[config.mk]
export PLATFORM = sky130hd
export DESIGN_NAME = chained_hash_table_engine
export DESIGN_NICKNAME = d
export VERILOG_FILES = /design/src/rtl/chte_pkg.sv /design/src/rtl/chte_ram.sv /design/src/rtl/chte_ctrl.sv /design/src/rtl/chte_datapath.sv /design/src/rtl/chained_hash_table_engine.sv
export SDC_FILE = /design/constraint.sdc
export NUM_CORES = 2
export LEC_CHECK = 0
export BUFFER_PORTS_ARGS = -buffer_cell sky130_fd_sc_hd__buf_4
export CAP_MARGIN = 30
export CORE_MARGIN = 2
export CORE_UTILIZATION = 40
export CTS_BUF_LIST = sky130_fd_sc_hd__clkbuf_8
export DETAILED_ROUTE_END_ITERATION = 8
export MAX_ROUTING_LAYER = met4
export RECOVER_POWER = 25
export SLEW_MARGIN = 10
export SYNTH_ARGS = -nofsm -noshare
export SYNTH_HDL_FRONTEND = slang
export SYNTH_MEMORY_MAX_BITS = 65536
export SYNTH_SLANG_ARGS = --single-unit
export TNS_END_PERCENT = 100
[constraint.sdc]
create_clock -name clk -period 8.55 [get_ports clk]
set_clock_uncertainty 0.15 [all_clocks]
set_input_delay 0.4275 -clock clk [delete_from_list [all_inputs] [get_ports clk]]
set_output_delay 0.4275 -clock clk [all_outputs]
set_load 0.01 [all_outputs]
[src/rtl/chte_pkg.sv]
`timescale 1ns / 1ps
// ----------------------------------------------------------------------------
// chte_pkg
// Shared types and constants of the chained hash table engine.
// ----------------------------------------------------------------------------
package chte_pkg;

  localparam int BUCKETS_DEF = 32;
  localparam int POOL_ENTRIES_DEF = 64;
  localparam int HANDLE_BITS_DEF = 16;

  localparam int KEY_W = 31;
  localparam int KIND_W = 2;
  localparam int HANDLE_W = 16;
  localparam int STATUS_W = 2;
  localparam int COUNT_W = 7;
  localparam int CFG_W = 3;
  localparam logic [31:0] HASH_MULT = 32'h9E3779B9;
  localparam logic [CFG_W-1:0] CFG_RESET = 3'd5;

  localparam logic [KIND_W-1:0] KIND_INSERT = 2'd0;
  localparam logic [KIND_W-1:0] KIND_SEARCH = 2'd1;
  localparam logic [KIND_W-1:0] KIND_REMOVE = 2'd2;

  localparam logic [STATUS_W-1:0] ST_DONE = 2'd0;
  localparam logic [STATUS_W-1:0] ST_NOT_FOUND = 2'd1;
  localparam logic [STATUS_W-1:0] ST_FULL = 2'd2;

  typedef enum logic [3:0] {
    S_CLEAR, S_IDLE, S_HASH, S_HEAD, S_INS, S_FETCH, S_WAIT, S_CHECK,
    S_UNLINK, S_DONE
  } state_t;

  typedef struct packed {
    logic clear_step;
    logic load;
    logic read_head;
    logic do_insert;
    logic read_entry;
    logic capture;
    logic do_unlink;
    logic advance;
    logic finish;
  } cmd_t;

  typedef struct packed {
    logic clear_last;
    logic is_insert;
    logic is_walk;
    logic pool_full;
    logic at_nil;
    logic match;
    logic is_search;
  } stat_t;

endpackage

[src/rtl/chte_ram.sv]
`timescale 1ns / 1ps
// ----------------------------------------------------------------------------
// chte_ram
// Generic single write port RAM with one registered read port.
// ----------------------------------------------------------------------------
module chte_ram #(
  parameter int WIDTH = 8,
  parameter int DEPTH = 16
) (
  input  logic                     clk,
  input  logic                     we,
  input  logic [$clog2(DEPTH)-1:0] waddr,
  input  logic [WIDTH-1:0]         wdata,
  input  logic [$clog2(DEPTH)-1:0] raddr,
  output logic [WIDTH-1:0]         rdata
);

  logic [WIDTH-1:0] mem [DEPTH];

  always_ff @(posedge clk) begin
    if (we) begin
      mem[waddr] <= wdata;
    end
    rdata <= mem[raddr];
  end

endmodule

[src/rtl/chte_ctrl.sv]
`timescale 1ns / 1ps
// ----------------------------------------------------------------------------
// chte_ctrl
// Operation sequencer of the chained hash table engine.
// ----------------------------------------------------------------------------
module chte_ctrl (
  input  logic            clk,
  input  logic            rst,
  input  logic            in_fire,
  input  logic            out_free,
  input  chte_pkg::stat_t st,
  output logic            busy,
  output chte_pkg::cmd_t  cmd
);

  chte_pkg::state_t state, state_next;

  always_ff @(posedge clk) begin
    if (rst) begin
      state <= chte_pkg::S_CLEAR;
    end else begin
      state <= state_next;
    end
  end

  always_comb begin
    state_next = state;
    unique case (state)
      chte_pkg::S_CLEAR: if (st.clear_last) state_next = chte_pkg::S_IDLE;
      chte_pkg::S_IDLE: if (in_fire) state_next = chte_pkg::S_HASH;
      chte_pkg::S_HASH: state_next = chte_pkg::S_HEAD;
      chte_pkg::S_HEAD: begin
        if (st.is_insert) state_next = chte_pkg::S_INS;
        else if (st.is_walk) state_next = chte_pkg::S_FETCH;
        else state_next = chte_pkg::S_DONE;
      end
      chte_pkg::S_INS: state_next = chte_pkg::S_DONE;
      chte_pkg::S_FETCH: begin
        if (st.at_nil) state_next = chte_pkg::S_DONE;
        else state_next = chte_pkg::S_WAIT;
      end
      chte_pkg::S_WAIT: state_next = chte_pkg::S_CHECK;
      chte_pkg::S_CHECK: begin
        if (st.match && st.is_search) state_next = chte_pkg::S_DONE;
        else if (st.match) state_next = chte_pkg::S_UNLINK;
        else state_next = chte_pkg::S_FETCH;
      end
      chte_pkg::S_UNLINK: state_next = chte_pkg::S_FETCH;
      chte_pkg::S_DONE: if (out_free) state_next = chte_pkg::S_IDLE;
      default: state_next = chte_pkg::S_CLEAR;
    endcase
  end

  always_comb begin
    cmd = '0;
    busy = 1'b1;
    unique case (state)
      chte_pkg::S_CLEAR: cmd.clear_step = 1'b1;
      chte_pkg::S_IDLE: begin
        busy = 1'b0;
        cmd.load = in_fire;
      end
      chte_pkg::S_HASH: cmd = '0;
      chte_pkg::S_HEAD: cmd.read_head = 1'b1;
      chte_pkg::S_INS: cmd.do_insert = 1'b1;
      chte_pkg::S_FETCH: cmd.read_entry = 1'b1;
      chte_pkg::S_WAIT: cmd.capture = 1'b1;
      chte_pkg::S_CHECK: cmd.advance = !st.match;
      chte_pkg::S_UNLINK: cmd.do_unlink = 1'b1;
      chte_pkg::S_DONE: cmd.finish = out_free;
      default: cmd = '0;
    endcase
  end

  assert property (@(posedge clk) disable iff (rst)
    cmd.do_insert |-> $past(state) == chte_pkg::S_HEAD)
    else $error("insert outside head step");
  assert property (@(posedge clk) disable iff (rst)
    $onehot0({cmd.do_insert, cmd.do_unlink, cmd.clear_step}))
    else $error("conflicting memory writes");
  assert property (@(posedge clk) disable iff (rst)
    state == chte_pkg::S_UNLINK |=> state == chte_pkg::S_FETCH)
    else $error("unlink not followed by fetch");

endmodule

[src/rtl/chte_datapath.sv]
`timescale 1ns / 1ps
// ----------------------------------------------------------------------------
// chte_datapath
// Hash, bucket heads, node pool and result register of the engine.
// ----------------------------------------------------------------------------
module chte_datapath #(
  parameter int BUCKETS = chte_pkg::BUCKETS_DEF,
  parameter int POOL_ENTRIES = chte_pkg::POOL_ENTRIES_DEF,
  parameter int HANDLE_BITS = chte_pkg::HANDLE_BITS_DEF
) (
  input  logic                            clk,
  input  logic                            rst,
  input  chte_pkg::cmd_t                  cmd,
  output chte_pkg::stat_t                 st,
  input  logic [chte_pkg::CFG_W-1:0]      cfg_log2,
  input  logic [chte_pkg::KIND_W-1:0]     in_kind,
  input  logic [chte_pkg::KEY_W-1:0]      in_key,
  input  logic [chte_pkg::HANDLE_W-1:0]   in_handle,
  input  logic                            out_take,
  output logic                            out_valid,
  output logic [chte_pkg::STATUS_W-1:0]   out_status,
  output logic [chte_pkg::HANDLE_W-1:0]   out_found,
  output logic [chte_pkg::COUNT_W-1:0]    out_removed
);

  localparam int BW = (BUCKETS > 1) ? $clog2(BUCKETS) : 1;
  localparam int PW = $clog2(POOL_ENTRIES);
  localparam int LW = $clog2(POOL_ENTRIES + 1);
  localparam int MAXL = $clog2(BUCKETS + 1) - 1;
  localparam logic [LW-1:0] NIL = LW'(POOL_ENTRIES);
  localparam int HB = (HANDLE_BITS < chte_pkg::HANDLE_W) ? HANDLE_BITS : chte_pkg::HANDLE_W;

  logic [chte_pkg::KIND_W-1:0] kind;
  logic [chte_pkg::KEY_W-1:0] key;
  logic [HB-1:0] handle;
  logic [31:0] frac;
  logic [BW-1:0] bucket;
  logic [LW-1:0] cur, head_val, prev_r, next_r;
  logic [chte_pkg::KEY_W-1:0] key_r;
  logic [HB-1:0] hdl_r;
  logic [POOL_ENTRIES-1:0] free_map;
  logic [PW-1:0] free_idx;
  logic free_any;
  logic [BW-1:0] clr_cnt;
  logic [chte_pkg::COUNT_W-1:0] removed;
  logic [chte_pkg::STATUS_W-1:0] status;
  logic [chte_pkg::HANDLE_W-1:0] found;
  logic [LW-1:0] wr_next_data, wr_prev_data, head_wdata;
  logic [PW-1:0] wr_next_addr, wr_prev_addr;
  logic wr_next_en, wr_prev_en, head_we, node_we;
  logic [BW-1:0] head_waddr;
  logic [2:0] l_eff;
  logic [BW:0] b_raw;

  always_comb begin
    free_any = 1'b0;
    free_idx = '0;
    for (int i = POOL_ENTRIES - 1; i >= 0; i--) begin
      if (free_map[i]) begin
        free_any = 1'b1;
        free_idx = PW'(i);
      end
    end
  end

  always_comb begin
    l_eff = (int'(cfg_log2) > MAXL) ? 3'(MAXL) : cfg_log2;
    b_raw = (l_eff == 3'd0) ? '0 : (BW + 1)'(frac >> (6'd32 - {3'd0, l_eff}));
    bucket = (b_raw >= (BW + 1)'(BUCKETS)) ? BW'(BUCKETS - 1) : b_raw[BW-1:0];
  end

  chte_ram #(.WIDTH(LW), .DEPTH(BUCKETS)) u_head (
    .clk(clk), .we(head_we), .waddr(head_waddr), .wdata(head_wdata),
    .raddr(bucket), .rdata(head_val));
  chte_ram #(.WIDTH(chte_pkg::KEY_W), .DEPTH(POOL_ENTRIES)) u_key (
    .clk(clk), .we(node_we), .waddr(free_idx), .wdata(key),
    .raddr(cur[PW-1:0]), .rdata(key_r));
  chte_ram #(.WIDTH(HB), .DEPTH(POOL_ENTRIES)) u_hdl (
    .clk(clk), .we(node_we), .waddr(free_idx), .wdata(handle),
    .raddr(cur[PW-1:0]), .rdata(hdl_r));
  chte_ram #(.WIDTH(LW), .DEPTH(POOL_ENTRIES)) u_next (
    .clk(clk), .we(wr_next_en), .waddr(wr_next_addr), .wdata(wr_next_data),
    .raddr(cur[PW-1:0]), .rdata(next_r));
  chte_ram #(.WIDTH(LW), .DEPTH(POOL_ENTRIES)) u_prev (
    .clk(clk), .we(wr_prev_en), .waddr(wr_prev_addr), .wdata(wr_prev_data),
    .raddr(cur[PW-1:0]), .rdata(prev_r));

  logic [LW-1:0] hv;
  logic head_loaded;

  // An insert links the old head back to the new node during the head step,
  // so that the insert step can mark the new node as the chain head.
  always_comb begin
    node_we = cmd.do_insert && free_any;
    head_we = cmd.clear_step || node_we ||
              (cmd.do_unlink && prev_r == NIL);
    head_waddr = cmd.clear_step ? clr_cnt : bucket;
    head_wdata = cmd.clear_step ? NIL : (node_we ? LW'(free_idx) : next_r);
    wr_next_en = node_we || (cmd.do_unlink && prev_r != NIL);
    wr_next_addr = node_we ? free_idx : prev_r[PW-1:0];
    wr_next_data = node_we ? hv : next_r;
    wr_prev_en = (cmd.read_head && kind == chte_pkg::KIND_INSERT && free_any &&
                  head_val != NIL) || node_we || (cmd.do_unlink && next_r != NIL);
    wr_prev_addr = cmd.read_head ? head_val[PW-1:0] :
                   (node_we ? free_idx : next_r[PW-1:0]);
    wr_prev_data = cmd.read_head ? LW'(free_idx) : (node_we ? NIL : prev_r);
  end

  assign hv = head_loaded ? cur : head_val;

  always_ff @(posedge clk) begin
    if (cmd.load) begin
      kind <= in_kind;
      key <= in_key;
      handle <= in_handle[HB-1:0];
      frac <= {1'b0, in_key} * chte_pkg::HASH_MULT;
      removed <= '0;
      status <= chte_pkg::ST_NOT_FOUND;
      found <= '0;
    end
    head_loaded <= cmd.read_head;
    if (cmd.read_head) cur <= head_val;
    if (cmd.do_insert) status <= free_any ? chte_pkg::ST_DONE : chte_pkg::ST_FULL;
    if (cmd.read_entry || cmd.capture) head_loaded <= 1'b0;
    if (cmd.advance || cmd.do_unlink) cur <= next_r;
    if (cmd.capture && key_r == key && kind == chte_pkg::KIND_SEARCH) begin
      status <= chte_pkg::ST_DONE;
      found <= chte_pkg::HANDLE_W'(hdl_r);
    end
    if (cmd.do_unlink) begin
      status <= chte_pkg::ST_DONE;
      if (removed != '1) removed <= removed + 1'b1;
    end
  end

  always_ff @(posedge clk) begin
    if (rst) begin
      free_map <= '1;
      clr_cnt <= '0;
    end else begin
      if (cmd.clear_step) clr_cnt <= clr_cnt + 1'b1;
      if (node_we) free_map[free_idx] <= 1'b0;
      if (cmd.do_unlink) free_map[cur[PW-1:0]] <= 1'b1;
    end
  end

  logic match_r;
  always_ff @(posedge clk) begin
    if (cmd.capture) match_r <= (key_r == key);
  end

  always_ff @(posedge clk) begin
    if (rst) begin
      out_valid <= 1'b0;
    end else if (cmd.finish) begin
      out_valid <= 1'b1;
    end else if (out_take) begin
      out_valid <= 1'b0;
    end
  end

  always_ff @(posedge clk) begin
    if (cmd.finish) begin
      out_status <= status;
      out_found <= found;
      out_removed <= removed;
    end
  end

  always_comb begin
    st.clear_last = (clr_cnt == BW'(BUCKETS - 1)) || (BUCKETS == 1);
    st.is_insert = (kind == chte_pkg::KIND_INSERT);
    st.is_walk = (kind == chte_pkg::KIND_SEARCH) || (kind == chte_pkg::KIND_REMOVE);
    st.pool_full = !free_any;
    st.at_nil = (cur == NIL);
    st.match = match_r;
    st.is_search = (kind == chte_pkg::KIND_SEARCH);
  end

endmodule

[src/rtl/chained_hash_table_engine.sv]
`timescale 1ns / 1ps
// ----------------------------------------------------------------------------
// chained_hash_table_engine
// Hash table with separate chaining over a fixed node pool.
// ----------------------------------------------------------------------------
// One item is handled at a time. Insert passes the hash, head and insert states
// to the result register; an item of the unused kind skips the insert state.
// Search and remove pass the hash and head states, then the fetch, wait and
// check states per chain node visited (a search hit ends at check), plus an
// unlink state per node removed, set by the walk through the node RAMs with
// registered reads. The input is accepted again once the result is loaded, and
// a result that still waits for m_tready holds the next item in the done state.
// After reset a clearing pass writes each bucket head while no item is accepted.
module chained_hash_table_engine #(
  parameter int BUCKETS = chte_pkg::BUCKETS_DEF,
  parameter int POOL_ENTRIES = chte_pkg::POOL_ENTRIES_DEF,
  parameter int HANDLE_BITS = chte_pkg::HANDLE_BITS_DEF
) (
  input  logic        clk,
  input  logic        rst,
  input  logic        cfg_we,
  input  logic [2:0]  cfg_wdata,
  input  logic        s_tvalid,
  output logic        s_tready,
  input  logic [1:0]  s_tuser,   // kind
  input  logic [47:0] s_tdata,   // key[30:0], record_handle[46:31]
  output logic        m_tvalid,
  input  logic        m_tready,
  output logic [31:0] m_tdata    // status[1:0], found_handle[17:2], removed_count[24:18]
);

  logic [chte_pkg::CFG_W-1:0] cfg_log2;
  logic busy, in_fire;
  chte_pkg::cmd_t cmd;
  chte_pkg::stat_t st;
  logic [1:0] o_status;
  logic [15:0] o_found;
  logic [6:0] o_removed;

  always_ff @(posedge clk) begin
    if (rst) cfg_log2 <= chte_pkg::CFG_RESET;
    else if (cfg_we) cfg_log2 <= cfg_wdata;
  end

  assign s_tready = !busy;
  assign in_fire = s_tvalid && s_tready;

  chte_ctrl u_ctrl (
    .clk(clk), .rst(rst), .in_fire(in_fire),
    .out_free(!m_tvalid || m_tready), .st(st), .busy(busy), .cmd(cmd));

  chte_datapath #(.BUCKETS(BUCKETS), .POOL_ENTRIES(POOL_ENTRIES),
                  .HANDLE_BITS(HANDLE_BITS)) u_dp (
    .clk(clk), .rst(rst), .cmd(cmd), .st(st), .cfg_log2(cfg_log2),
    .in_kind(s_tuser), .in_key(s_tdata[30:0]), .in_handle(s_tdata[46:31]),
    .out_take(m_tready), .out_valid(m_tvalid), .out_status(o_status),
    .out_found(o_found), .out_removed(o_removed));

  assign m_tdata = {7'd0, o_removed, o_found, o_status};

endmodule
==> metrics.cfg <==
[layout]
design_area_um2=191000
final_cell_mix=4234 x edfxtp_1, 1277 x a22oi_1, 722 x clkbuf_8
layout_commonest_cell=edfxtp_1
area_growth_pct=13.5
layout.nets=10800
layout-drive-gt1-share=0.129

[timing]
layout_setup_ws_ps=1430
fin_crit_ps=7120
finalHoldViolCount=0
rsz0062_at_grt=false
slew_viol_final=2562
slew_headroom=-1.45
finalCritPeriodShare=0.832
setup_viol=0
worst_slew_pin_slew_ps=3670
tns_ps=0
fmax_mhz=141

[die]
die_y_um=653
core_area_um2=420000
initial_core_util=0.401
core.rowCount=238
io_pins=92
die_x_um=653
dieArea_um2=426000

[routing]
vias=101000
remaining_drc_errors=0
drt_wl_total_um=533000
drtIter0Drc=14600
vias_per_cell=6.15
avgRoutedWirePerCell_um=32.5
firstDrtPassIters=6
drtAntennaViolNets=0

[clock_tree]
clk_pin_slew_ps=70
clock_latency_ps=1270
cts_buffers=688
clock-sinks=4389
cts_tree=yes
cts.path.max_buffers=4
clockRootBuffer=clkbuf_8
ctsHtreeMaxLevel=6
postCtsSetupBuffers=0

[power_and_ir_drop]
ir_worst_vdd_v=0.000799
power_density_nw_per_um2=259
p_leak_nw=61.9

[placed_design]
place_hpwl_um=287000
dpl_cell_area_um2=177000
portBuffers=83
routabilityCongestion=0.882
place_ws_ps=890

[synth]
ys_ff_latch=4389
ys.flop_type=edfxtp_1
synth.area.top_cells=edfxtp_1 76%, a22oi_1 5.7%, fa_1 2.4%
synth_top_area_cell=edfxtp_1
synth_area_um2=168000
ys_types=85
async_reset_ff_frac=0
syn_inst=9695
synth-seq-area-share=0.773
synth_warnings=0
syn_area_per_cell_um2=17.4
yosysTopAreaCellShare=0.755
synth_edf_count=4234

[global_route]
grt_usage=0.249
grt_pass1_vias=98600
grt_pass1_wl_um=739000
grt_overflow_total=0
antenna_found_initial=14
grt_max_degree=128

[worst_setup_path]
start_kind=primary input
critical_path_required_ps=9340
crit_path_end_kind=flop
path_class=in -> reg
crit_fanout=9
crit_arrival_ps=7910

[status]
failed_checks=capacitance limit, slew limit
status=complete, but fails checks

[job]
cap_violations=39

[hold_path]
hold_path.class=in -> reg

[worst max-delay path, stage by stage]
cell and delay (ps):
dlygate4sd3_1 530, clkbuf_1 270, fa_1 730, inv_1 90
fa_1 550, inv_1 60, fa_1 540, inv_1 60
fa_1 500, inv_1 50, fa_1 500, inv_1 60
fa_1 500, fa_1 420, fa_1 550, inv_1 40
ha_1 320, a21o_1 200, a21oi_1 130, o21ai_0 90
a2111oi_0 620, nor2_1 130, a21oi_1 270, a21oi_1 120
xnor2_1 130
[logic make-up (layout without fill, tap and decap cells)]
group | count (synthesis) | after routing | synth area share
simple gates | 922 | 922 | 0.0289
fa+ha+maj | 380 | 380 | 0.0373
mux | 244 | 244 | 0.0147
xor+xnor | 74 | 74 | 0.00385
other cells | 1 | 22 | 0.0000223
flops | 4389 | 4389 | 0.773
buf+inv | 956 | 2122 | 0.0218
compound gates | 2729 | 2729 | 0.120
[report_power, final]
group,internal [mW],switching (mW)
combinational,4.01,5.09
clock,8.30,8.41
sequential,23.6,0.0456
[metal layers]
layer	part of all wire	global-route usage	up-vias
met4	0.030	0.0725	0
met5	0	-	-
li1	-	-	41000
met3	0.11	0.0459	974
met1	0.39	0.335	52300
met2	0.47	0.388	6556
[cells in the mapped netlist (all sizes together) (90+ instances only)]
| master | n |
|---|---|
| clkbuf | 485 |
| a22o | 338 |
| a21oi | 292 |
| ha | 177 |
| nand3 | 110 |
| o21ai | 90 |
| edfxtp | 4234 |
| a221oi | 340 |
| a31oi | 277 |
| dfxtp | 155 |
| nor3 | 107 |
| inv | 359 |
| buf | 111 |
| nand2 | 134 |
| a22oi | 1277 |
| nand4 | 209 |
| fa | 203 |
| mux2i | 218 |
| nor2 | 203 |
[flip-flops by register name, summed over array words and instances (netlist names), 11 cells and up]
| signal | count |
|---|---|
| u_dp.u_key.mem | 1984 |
| u_dp.u_hdl.mem | 1024 |
| u_dp.u_next.mem | 448 |
| u_dp.u_prev.mem | 448 |
| u_dp.u_head.mem | 224 |
| u_dp.free_map | 64 |
| u_dp.u_key.rdata | 31 |
| u_dp.key | 28 |
| u_dp.found | 16 |
| u_dp.handle | 16 |
| u_dp.out_found | 16 |
| u_dp.u_hdl.rdata | 16 |
| u_dp.frac | 11 |
[stage by stage]
step           utilization  hold WS [ps]  instances  power [mW]
2_1_floorplan            -           250       9701        30.7
3_3_place_gp         0.421           261      15000        33.2
3_5_place_dp         0.422           255      15000        33.2
4_1_cts              0.456           161      16400        49.8
5_1_grt              0.455           228      16400        51.7
6_report             0.455           207      16400        49.5
[layout make-up]
type                    count  area [µm²]
fillers                 35700      228000
multi-input cells        4356       35100
diodes                     15        37.5
clock buffers             722        9940
repair buffers            538        4580
inverters                 360        1430
well taps                5520        6910
clock inverters           502        2880
flip-flops and latches   4389      130000
[repair_timing]
item / CTS / global route
hold buffers: 116 / 0
gates resized for setup: 0 / 0
hold endpoints to repair: 136 / 0
[path summary, 6_finish.rpt]
| check | startpoint | endpoint | slack (ps) | cells after the start |
|---|---|---|---|---|
| min reg2reg | u_dp.found[13]$_SDFFCE_PN0P_ | u_dp.out_found[13]$_DFFE_PP_ | 270 | 0 |
| max reg2reg | u_dp.key[18]$_DFFE_PP_ | u_dp.found[5]$_SDFFCE_PN0P_ | 1790 | 8 |
| min | rst | u_ctrl.state[3]$_SDFFE_PP0P_ | 210 | 4 |
| max | s_tdata[4] | u_dp.frac[31]$_DFFE_PP_ | 1430 | 25 |
Power figures use the tool's default switching activity.
